File: src/hdl/lcdnw_pkg.sv
// ----------------------------------------------------------------------------
// lcdnw_pkg
// Shared types, codes and microcode for the 4-bit character-LCD writer.
// ----------------------------------------------------------------------------
package lcdnw_pkg;

   localparam int STEP_W = 5;
   localparam int CSR_IDX_W = 1;
   localparam int CSR_DATA_W = 3;

   // request kinds
   localparam logic [1:0] KIND_INIT = 2'd0;
   localparam logic [1:0] KIND_CHAR = 2'd1;
   localparam logic [1:0] KIND_POS  = 2'd2;

   // status codes
   localparam logic [1:0] ST_OK  = 2'd0;
   localparam logic [1:0] ST_OFF = 2'd1;
   localparam logic [1:0] ST_ROW = 2'd2;

   // register indexes
   localparam logic [CSR_IDX_W-1:0] CSR_ENABLE = 1'd0;
   localparam logic [CSR_IDX_W-1:0] CSR_ROWS   = 1'd1;

   // nibble sources of a control word
   localparam logic [1:0] SRC_CONST = 2'd0;
   localparam logic [1:0] SRC_HI    = 2'd1;
   localparam logic [1:0] SRC_LO    = 2'd2;

   // microcode entry points
   localparam logic [STEP_W-1:0] ENT_INIT = 5'd0;
   localparam logic [STEP_W-1:0] ENT_CHR  = 5'd16;
   localparam logic [STEP_W-1:0] ENT_CMD  = 5'd18;
   localparam logic [STEP_W-1:0] ENT_STAT = 5'd20;

   localparam logic [7:0] CHAR_NEWLINE = 8'h0A;
   localparam logic [7:0] CMD_SET_ADDR = 8'h80;
   localparam logic [5:0] COL_MAX      = 6'd40;
   localparam logic [2:0] ROW_LIMIT    = 3'd3;

   localparam logic [7:0] ROW_BASE [4] = '{8'h00, 8'h40, 8'h14, 8'h54};

   localparam logic [3:0] INIT_NIB [16] = '{
      4'h3, 4'h3, 4'h3, 4'h2, 4'h2, 4'h8, 4'h0, 4'h8,
      4'h0, 4'h1, 4'h0, 4'h6, 4'h0, 4'hC, 4'h8, 4'h0};

   localparam logic [14:0] INIT_WAIT [16] = '{
      15'd20000, 15'd1000, 15'd0, 15'd0, 15'd40, 15'd0, 15'd40, 15'd0,
      15'd40, 15'd0, 15'd2000, 15'd0, 15'd2000, 15'd0, 15'd0, 15'd0};

   typedef struct packed {
      logic [1:0] kind;
      logic [7:0] char_code;
      logic [1:0] row;
      logic [5:0] column;
   } req_type;

   typedef struct packed {
      logic        bus_write;
      logic [3:0]  nibble;
      logic        register_select;
      logic [14:0] wait_before_us;
      logic [1:0]  status;
      logic [1:0]  cursor_row;
      logic [5:0]  cursor_column;
      logic        last;
   } rsp_type;

   typedef struct packed {
      logic        wr;
      logic [1:0]  src;
      logic [3:0]  nib;
      logic        rs;
      logic [14:0] wait_us;
      logic        last;
   } ctl_word_type;

   typedef struct packed {
      logic              start;
      logic [STEP_W-1:0] entry;
   } dispatch_type;

   typedef struct packed {
      logic         busy;
      logic         fire;
      ctl_word_type ctl;
   } seq_out_type;

   function automatic ctl_word_type ucode_rom(input logic [STEP_W-1:0] step);
      ctl_word_type w;
      w = '{wr: 1'b0, src: SRC_CONST, nib: 4'h0, rs: 1'b0, wait_us: 15'd0, last: 1'b1};
      case (step) inside
         [ENT_INIT:ENT_INIT + 5'd15]: begin
            w.wr      = 1'b1;
            w.nib     = INIT_NIB[step[3:0]];
            w.wait_us = INIT_WAIT[step[3:0]];
            w.last    = (step[3:0] == 4'hF);
         end
         ENT_CHR: begin
            w.wr   = 1'b1;
            w.src  = SRC_HI;
            w.rs   = 1'b1;
            w.last = 1'b0;
         end
         ENT_CHR + 5'd1: begin
            w.wr  = 1'b1;
            w.src = SRC_LO;
            w.rs  = 1'b1;
         end
         ENT_CMD: begin
            w.wr   = 1'b1;
            w.src  = SRC_HI;
            w.last = 1'b0;
         end
         ENT_CMD + 5'd1: begin
            w.wr  = 1'b1;
            w.src = SRC_LO;
         end
         default: begin
            w.wr = 1'b0;
         end
      endcase
      return w;
   endfunction

endpackage

File: src/hdl/lcdnw_sequencer.sv
// ----------------------------------------------------------------------------
// lcdnw_sequencer
// Step counter over the microcode ROM; one control word per result.
// ----------------------------------------------------------------------------
module lcdnw_sequencer (
   input  logic                   clock,
   input  logic                   reset,
   input  lcdnw_pkg::dispatch_type dispatch,
   input  logic                   room,
   output lcdnw_pkg::seq_out_type  seq_out
);
   import lcdnw_pkg::*;

   logic [STEP_W-1:0] step_ff, step_in;
   logic              busy_ff, busy_in;
   ctl_word_type      ctl;
   logic              fire;

   assign ctl  = ucode_rom(step_ff);
   assign fire = busy_ff && room;

   always_comb begin
      step_in = step_ff;
      busy_in = busy_ff;
      if (dispatch.start) begin
         step_in = dispatch.entry;
         busy_in = 1'b1;
      end else if (fire) begin
         if (ctl.last) begin
            busy_in = 1'b0;
         end else begin
            step_in = step_ff + 5'd1;
         end
      end
   end

   always_ff @(posedge clock) begin
      if (reset) begin
         step_ff <= ENT_STAT;
         busy_ff <= 1'b0;
      end else begin
         step_ff <= step_in;
         busy_ff <= busy_in;
      end
   end

   assign seq_out.busy = busy_ff;
   assign seq_out.fire = fire;
   assign seq_out.ctl  = ctl;

`ifndef SYNTH
   a_no_start_busy: assert property (@(posedge clock) disable iff (reset)
      dispatch.start |-> !busy_ff)
      else $error("dispatch while sequencer busy");
   a_last_idles: assert property (@(posedge clock) disable iff (reset)
      fire && ctl.last |=> !busy_ff)
      else $error("sequencer stayed busy after last word");
`endif

endmodule

File: src/hdl/lcdnw_datapath.sv
// ----------------------------------------------------------------------------
// lcdnw_datapath
// Request decode, cursor and operand registers, and the result register.
// ----------------------------------------------------------------------------
module lcdnw_datapath (
   input  logic                    clock,
   input  logic                    reset,
   input  logic                    start,
   input  lcdnw_pkg::req_type       req_data,
   input  logic                    display_enabled,
   input  logic [2:0]              rows_in_use,
   input  lcdnw_pkg::seq_out_type   seq_out,
   input  logic                    rsp_ready,
   output lcdnw_pkg::dispatch_type  dispatch,
   output logic                    room,
   output logic                    rsp_valid,
   output lcdnw_pkg::rsp_type       rsp_data
);
   import lcdnw_pkg::*;

   logic [1:0]  row_ff, row_in;
   logic [5:0]  col_ff, col_in;
   logic [7:0]  opnd_ff, opnd_in;
   logic [1:0]  status_ff, status_in;
   logic        rsp_valid_ff, rsp_valid_in;
   rsp_type     rsp_ff, rsp_in;

   logic [2:0]  rows_eff;
   logic        newline;
   logic [2:0]  tgt_row;
   logic [5:0]  tgt_col;
   logic [5:0]  tgt_col_sat;
   logic [5:0]  col_next;
   logic        reject;
   logic [7:0]  cmd;
   logic [STEP_W-1:0] entry;
   logic [3:0]  nib_sel;

   always_comb begin
      rows_eff    = (rows_in_use == 3'd0) ? 3'd1 : rows_in_use;
      newline     = (req_data.kind == KIND_CHAR) && (req_data.char_code == CHAR_NEWLINE);
      tgt_row     = newline ? ({1'b0, row_ff} + 3'd1) : {1'b0, req_data.row};
      tgt_col     = newline ? 6'd0 : req_data.column;
      tgt_col_sat = (tgt_col > COL_MAX) ? COL_MAX : tgt_col;
      col_next    = (col_ff >= COL_MAX) ? COL_MAX : (col_ff + 6'd1);
      reject      = (tgt_row >= rows_eff) || (tgt_row > ROW_LIMIT);
      cmd         = CMD_SET_ADDR + ROW_BASE[tgt_row[1:0]] + {2'b00, tgt_col};

      entry     = ENT_STAT;
      status_in = ST_OK;
      opnd_in   = opnd_ff;
      row_in    = row_ff;
      col_in    = col_ff;
      if (!display_enabled) begin
         status_in = ST_OFF;
      end else begin
         case (req_data.kind)
            KIND_INIT: begin
               entry  = ENT_INIT;
               row_in = 2'd0;
               col_in = 6'd0;
            end
            KIND_CHAR, KIND_POS: begin
               if (req_data.kind == KIND_CHAR && !newline) begin
                  entry   = ENT_CHR;
                  opnd_in = req_data.char_code;
                  col_in  = col_next;
               end else if (reject) begin
                  status_in = ST_ROW;
               end else begin
                  entry   = ENT_CMD;
                  opnd_in = cmd;
                  row_in  = tgt_row[1:0];
                  col_in  = tgt_col_sat;
               end
            end
            default: begin
               status_in = ST_OK;
            end
         endcase
      end
   end

   assign dispatch.start = start;
   assign dispatch.entry = entry;

   always_ff @(posedge clock) begin
      if (reset) begin
         row_ff <= 2'd0;
         col_ff <= 6'd0;
      end else if (start) begin
         row_ff <= row_in;
         col_ff <= col_in;
      end
   end

   always_ff @(posedge clock) begin
      if (start) begin
         opnd_ff   <= opnd_in;
         status_ff <= status_in;
      end
   end

   assign room = !rsp_valid_ff || rsp_ready;

   always_comb begin
      case (seq_out.ctl.src)
         SRC_HI:  nib_sel = opnd_ff[7:4];
         SRC_LO:  nib_sel = opnd_ff[3:0];
         default: nib_sel = seq_out.ctl.nib;
      endcase
      rsp_in.bus_write       = seq_out.ctl.wr;
      rsp_in.nibble          = nib_sel;
      rsp_in.register_select = seq_out.ctl.rs;
      rsp_in.wait_before_us  = seq_out.ctl.wait_us;
      rsp_in.status          = status_ff;
      rsp_in.cursor_row      = row_ff;
      rsp_in.cursor_column   = col_ff;
      rsp_in.last            = seq_out.ctl.last;

      rsp_valid_in = rsp_valid_ff;
      if (seq_out.fire) begin
         rsp_valid_in = 1'b1;
      end else if (rsp_ready) begin
         rsp_valid_in = 1'b0;
      end
   end

   always_ff @(posedge clock) begin
      if (reset) begin
         rsp_valid_ff <= 1'b0;
      end else begin
         rsp_valid_ff <= rsp_valid_in;
      end
   end

   always_ff @(posedge clock) begin
      if (seq_out.fire) begin
         rsp_ff <= rsp_in;
      end
   end

   assign rsp_valid = rsp_valid_ff;
   assign rsp_data  = rsp_ff;

`ifndef SYNTH
   a_col_bound: assert property (@(posedge clock) disable iff (reset)
      col_ff <= COL_MAX)
      else $error("cursor column beyond limit");
   a_status_single: assert property (@(posedge clock) disable iff (reset)
      rsp_valid_ff && !rsp_ff.bus_write |-> rsp_ff.last && rsp_ff.nibble == 4'h0)
      else $error("non-writing result is not a lone final result");
   a_write_ok: assert property (@(posedge clock) disable iff (reset)
      rsp_valid_ff && rsp_ff.bus_write |-> rsp_ff.status == ST_OK)
      else $error("bus write carries an error status");
`endif

endmodule

File: src/hdl/char_lcd_nibble_writer_top.sv
// ----------------------------------------------------------------------------
// char_lcd_nibble_writer_top
// Character-LCD 4-bit bus writer: requests in, nibble writes out.
// ----------------------------------------------------------------------------
// One request is taken at a time. After a transfer on req, the microcode
// sequencer emits one result per cycle into the output register while it
// has room (empty, or rsp_ready high): 16 for init, 2 for a character,
// newline or cursor position, 1 for a rejected, disabled or unused request.
// req_ready rises at the clock edge that loads the final result into the
// output register, so the next request can transfer while that result still
// waits. Each result carries the extra wait in microseconds to apply before
// strobing its nibble.
module char_lcd_nibble_writer_top (
   input  logic                                 clock,
   input  logic                                 reset,
   input  logic                                 req_valid,
   output logic                                 req_ready,
   input  lcdnw_pkg::req_type                    req_data,
   output logic                                 rsp_valid,
   input  logic                                 rsp_ready,
   output lcdnw_pkg::rsp_type                    rsp_data,
   input  logic                                 csr_write_enable,
   input  logic [lcdnw_pkg::CSR_IDX_W-1:0]       csr_index,
   input  logic [lcdnw_pkg::CSR_DATA_W-1:0]      csr_wdata
);
   import lcdnw_pkg::*;

   logic         enable_ff;
   logic [2:0]   rows_ff;
   logic         start;
   dispatch_type dispatch;
   seq_out_type  seq_out;
   logic         room;

   always_ff @(posedge clock) begin
      if (reset) begin
         enable_ff <= 1'b0;
         rows_ff   <= 3'd2;
      end else if (csr_write_enable) begin
         case (csr_index)
            CSR_ENABLE: enable_ff <= csr_wdata[0];
            CSR_ROWS:   rows_ff   <= csr_wdata;
            default:    rows_ff   <= rows_ff;
         endcase
      end
   end

   assign req_ready = !seq_out.busy;
   assign start     = req_valid && req_ready;

   lcdnw_datapath u_datapath (
      .clock           (clock),
      .reset           (reset),
      .start           (start),
      .req_data        (req_data),
      .display_enabled (enable_ff),
      .rows_in_use     (rows_ff),
      .seq_out         (seq_out),
      .rsp_ready       (rsp_ready),
      .dispatch        (dispatch),
      .room            (room),
      .rsp_valid       (rsp_valid),
      .rsp_data        (rsp_data)
   );

   lcdnw_sequencer u_sequencer (
      .clock    (clock),
      .reset    (reset),
      .dispatch (dispatch),
      .room     (room),
      .seq_out  (seq_out)
   );

endmodule
File: config.mk
export PLATFORM = sky130hd
export DESIGN_NAME = char_lcd_nibble_writer_top
export DESIGN_NICKNAME = d
export VERILOG_FILES = /design/src/hdl/lcdnw_pkg.sv /design/src/hdl/lcdnw_sequencer.sv /design/src/hdl/lcdnw_datapath.sv /design/src/hdl/char_lcd_nibble_writer_top.sv
export SDC_FILE = /design/constraint.sdc
export NUM_CORES = 1
export LEC_CHECK = 0
export ABC_CLOCK_PERIOD_IN_PS = 6200
export BUFFER_PORTS_ARGS = -buffer_cell sky130_fd_sc_hd__clkbuf_2
export CORE_ASPECT_RATIO = 0.7
export CORE_MARGIN = 4
export CORE_UTILIZATION = 59
export DETAILED_ROUTE_END_ITERATION = 6
export GPL_TIMING_DRIVEN = 0
export PLACE_DENSITY = 0.82
export SLEW_MARGIN = 20
export SYNTH_ARGS = -nofsm -noshare
export SYNTH_HDL_FRONTEND = slang
export SYNTH_SLANG_ARGS = --single-unit
export TNS_END_PERCENT = 10
File: constraint.sdc
create_clock -name clock -period 6.2 [get_ports clock]
set_clock_uncertainty 0.1 [all_clocks]
set_input_delay 0.31 -clock clock [delete_from_list [all_inputs] [get_ports clock]]
set_output_delay 0.31 -clock clock [all_outputs]
set_load 0.05 [all_outputs]
==> impl_metrics.csv <==
group,metric,value,unit
status,status,"finished, final reports clean",
synth,ys_types,60,
clock_tree,cts_setup_buffers,0,
power,power_density,223,mW/mm^2
timing,setup_viol,0,
routing,drc,0,
grt,antenna_found_initial,0,
placement,hpwl,5190,microns
power,p_switching,0.000252,W
timing,whs,122,ps
power,power_switching_share,0.322,
floorplan,io_pins,61,
grt,first_global_vias,2334,
routing,avgRoutedWirePerCell,15.2,microns
routing,first_iter_violations,201,
timing,tns,0,ps
routing,drt-pass1-iter-count,5,
synth,synth_top_area_frac,0.336,
synth,synth_area_leaders,"edfxtp_1 34%, dfxtp_1 13%, ha_1 8.6%",
clock_tree,h-tree-depth,2,
clock_tree,clk_pin_slew,90,ps
power,peakVddDrop,0.000113,V
clock_tree,cts.sinks,53,
timing,slew_headroom,0.532,
clock_tree,clock_latency,310,ps
cells_and_area,final_nets,420,
floorplan,die_area,0.00638,sq mm
synth,synth_edf_count,34,
power,pwr-share-comb,0.234,
timing,rsz0062_at_grt,"false",
synth,netlist_instances,306,
clock_tree,cts_made_buffers,5,
power,p_int,0.000530,W
grt,grt_max_degree,27,
routing,vias,2568,
cells_and_area,n_antenna_cell,0,
routing,ant_nets,0,
grt,grtUsageTotal,0.221,
worst_setup_path,required,6230,ps
grt,grt_pass1_wl,10900,microns
worst_setup_path,path_class,"reg -> reg",
synth,syn_area,0.00304,sq mm
clock_tree,cts_root_buffer,"clkbuf_8",
placement,place.gp.congestion,0.903,
power,p_leak,1.49,nW
synth,synth-seq-cells,53,
run,maxCapViolations,0,
cells_and_area,n_fill_cell,383,
power,pwr-share-clk,0.247,
worst_setup_path,crit_path_start_kind,"flop",
cells_and_area,area.growth.synth_to_final,15.4,%
clock_tree,hold_buffers,0,
floorplan,row_count,21,
worst_setup_path,cp.arrival,3210,ps
synth,synth_flop_cell,"edfxtp_1",
worst_setup_path,endpoint_kind,"flop",
synth,avgSynthCellArea,9.93,sq um
clock_tree,ctsLongestPathBuffers,2,
synth,yosys.area.top_type,"edfxtp_1",
grt,grt_overflow,0,
routing,viasPerCell,5.81,
timing,worst_pin_slew,697,ps
timing,finalCritPeriodShare,0.512,
clock_tree,cts.repair.resized,0,
cells_and_area,multiInputGateArea,0.00146,sq mm
floorplan,floorplan.initialDensity,0.622,
floorplan,die_w,93.8,microns
timing,timing.fmax,315,MHz
cells_and_area,seqCellArea,0.00140,sq mm
power,p_seq_frac,0.519,
cells_and_area,drive_gt1_frac,0.223,
routing,routed_wl,6700,microns
floorplan,coreArea,0.00489,sq mm
synth,yosysSeqAreaShare,0.461,
min_path,hold_path.class,"in -> reg",
synth,yosys_warnings,0,
clock_tree,cts_tree,"done",
timing,min_period,3180,ps
placement,port_buffers,54,
timing,hold_viol,0,
timing,maxSlewViolCount,0,
worst_setup_path,crit_fanout,9,
floorplan,die_h,68.1,microns
synth,async_flop_share,0,
## area by class of cell
type,count,share of cell area
buffer,17,0.0300
clock buffer,7,0.0218
clock inverter,1,0.00214
inverter,25,0.0268
multi-input combinational,215,0.416
sequential,53,0.400
tap,69,0.0246
timing repair buffer,55,0.0785
## sequential cells by signal (all words and copies together) (netlist names)
register / flops
enable_ff: 1
rows_ff: 3
u_datapath.col_ff: 6
u_datapath.opnd_ff: 8
u_datapath.row_ff: 2
u_datapath.rsp_data: 24
u_datapath.rsp_valid: 1
u_datapath.status_ff: 2
u_sequencer.busy_ff: 1
u_sequencer.step_ff: 5
## metrics by stage
step | cells | power, W | cell area [sq um] | util | setup WS [ps]
3_3_place_gp | 433 | 0.000589 | 3410 | 0.698 | 1760
6_report | 442 | 0.000782 | 3510 | 0.717 | 3020
4_1_cts | 442 | 0.000783 | 3510 | 0.717 | 3090
3_5_place_dp | 434 | 0.000594 | 3420 | 0.700 | 2800
5_1_grt | 442 | 0.000815 | 3510 | 0.717 | 2810
2_1_floorplan | 310 | 0.000547 | 3050 | - | 2520
## power groups by stage
stage	Combinational (W)	Clock [W]	Sequential, W
global route	0.000198	0.000210	0.000408
floorplan	0.0000960	0	0.000451
global placement	0.000176	0	0.000413
detailed placement	0.000181	0	0.000414
CTS	0.000181	0.000196	0.000406
finish	0.000183	0.000193	0.000406
## worst max-delay path: stages, from the launching register on
cell	delay, ps
dfxtp_1	430
ha_1	310
and3_1	230
ha_1	200
nor2_1	370
nand3_1	160
or3_1	400
ha_1	400
nand2_1	120
o32ai_1	280
## path summary, 6_finish.rpt
check,from,endpoint,slack (ps),depth (start not counted)
setup reg to reg,u_sequencer.step_ff[1]$_SDFFE_PP0P_,u_datapath.rsp_data[30]$_DFFE_PP_,3020,9
hold reg to reg,u_datapath.status_ff[1]$_SDFFCE_PP0P_,u_datapath.rsp_data[10]$_DFFE_PP_,330,0
setup / recovery,u_sequencer.step_ff[1]$_SDFFE_PP0P_,u_datapath.rsp_data[30]$_DFFE_PP_,3020,9
hold / removal,csr_wdata[2],rows_ff[2]$_SDFFE_PP0P_,120,3
## cells by family after synthesis
| logic type | after synthesis | share of synthesized area |
|---|---|---|
| DFF | 53 | 0.461 |
| other | 1 | 0.00123 |
| buffers and inverters | 42 | 0.0655 |
| and+or+nand+nor | 96 | 0.159 |
| xor gates and xnor gates | 5 | 0.0144 |
| muxes | 5 | 0.0173 |
| adders and majority gates | 21 | 0.0865 |
| AOI/OAI and AO/OA | 83 | 0.195 |
## metal layers
layer,vias up,track usage,part of all wire
li1,1245,-,-
met1,1177,0.309,0.47
met2,131,0.331,0.42
met3,15,0.0681,0.098
met4,0,0.0595,0.013
met5,-,0.0250,0
## synthesized netlist by cell type, drive strengths merged (4+ instances only)
library cell and count:
edfxtp 34, buf 10, nor3 4, a21oi 22, nor2 19, and2 5, nand3 13, xnor2 4
inv 25, o21ai 16, a22o 4, ha 21, and3 5, dfxtp 19, nand2 30, clkbuf 7
nor2b 4, a31oi 4, a22oi 5
## cells in the final DEF (no fill, tap or decap), types with 4 or more instances in the layout
cell / count
clkbuf_2: 54
edfxtp_1: 34
nand2_1: 30
inv_1: 25
a21oi_1: 21
ha_1: 21
nor2_1: 19
dfxtp_1: 19
o21ai_0: 15
nand3_1: 13
clkbuf_1: 9
buf_4: 9
and3_1: 5
a22oi_1: 5
conb_1: 5
clkbuf_8: 5
xnor2_1: 4
a31oi_1: 4
nor2b_1: 4
a22o_1: 4
Note: power is estimated with default switching activity, not from simulation.
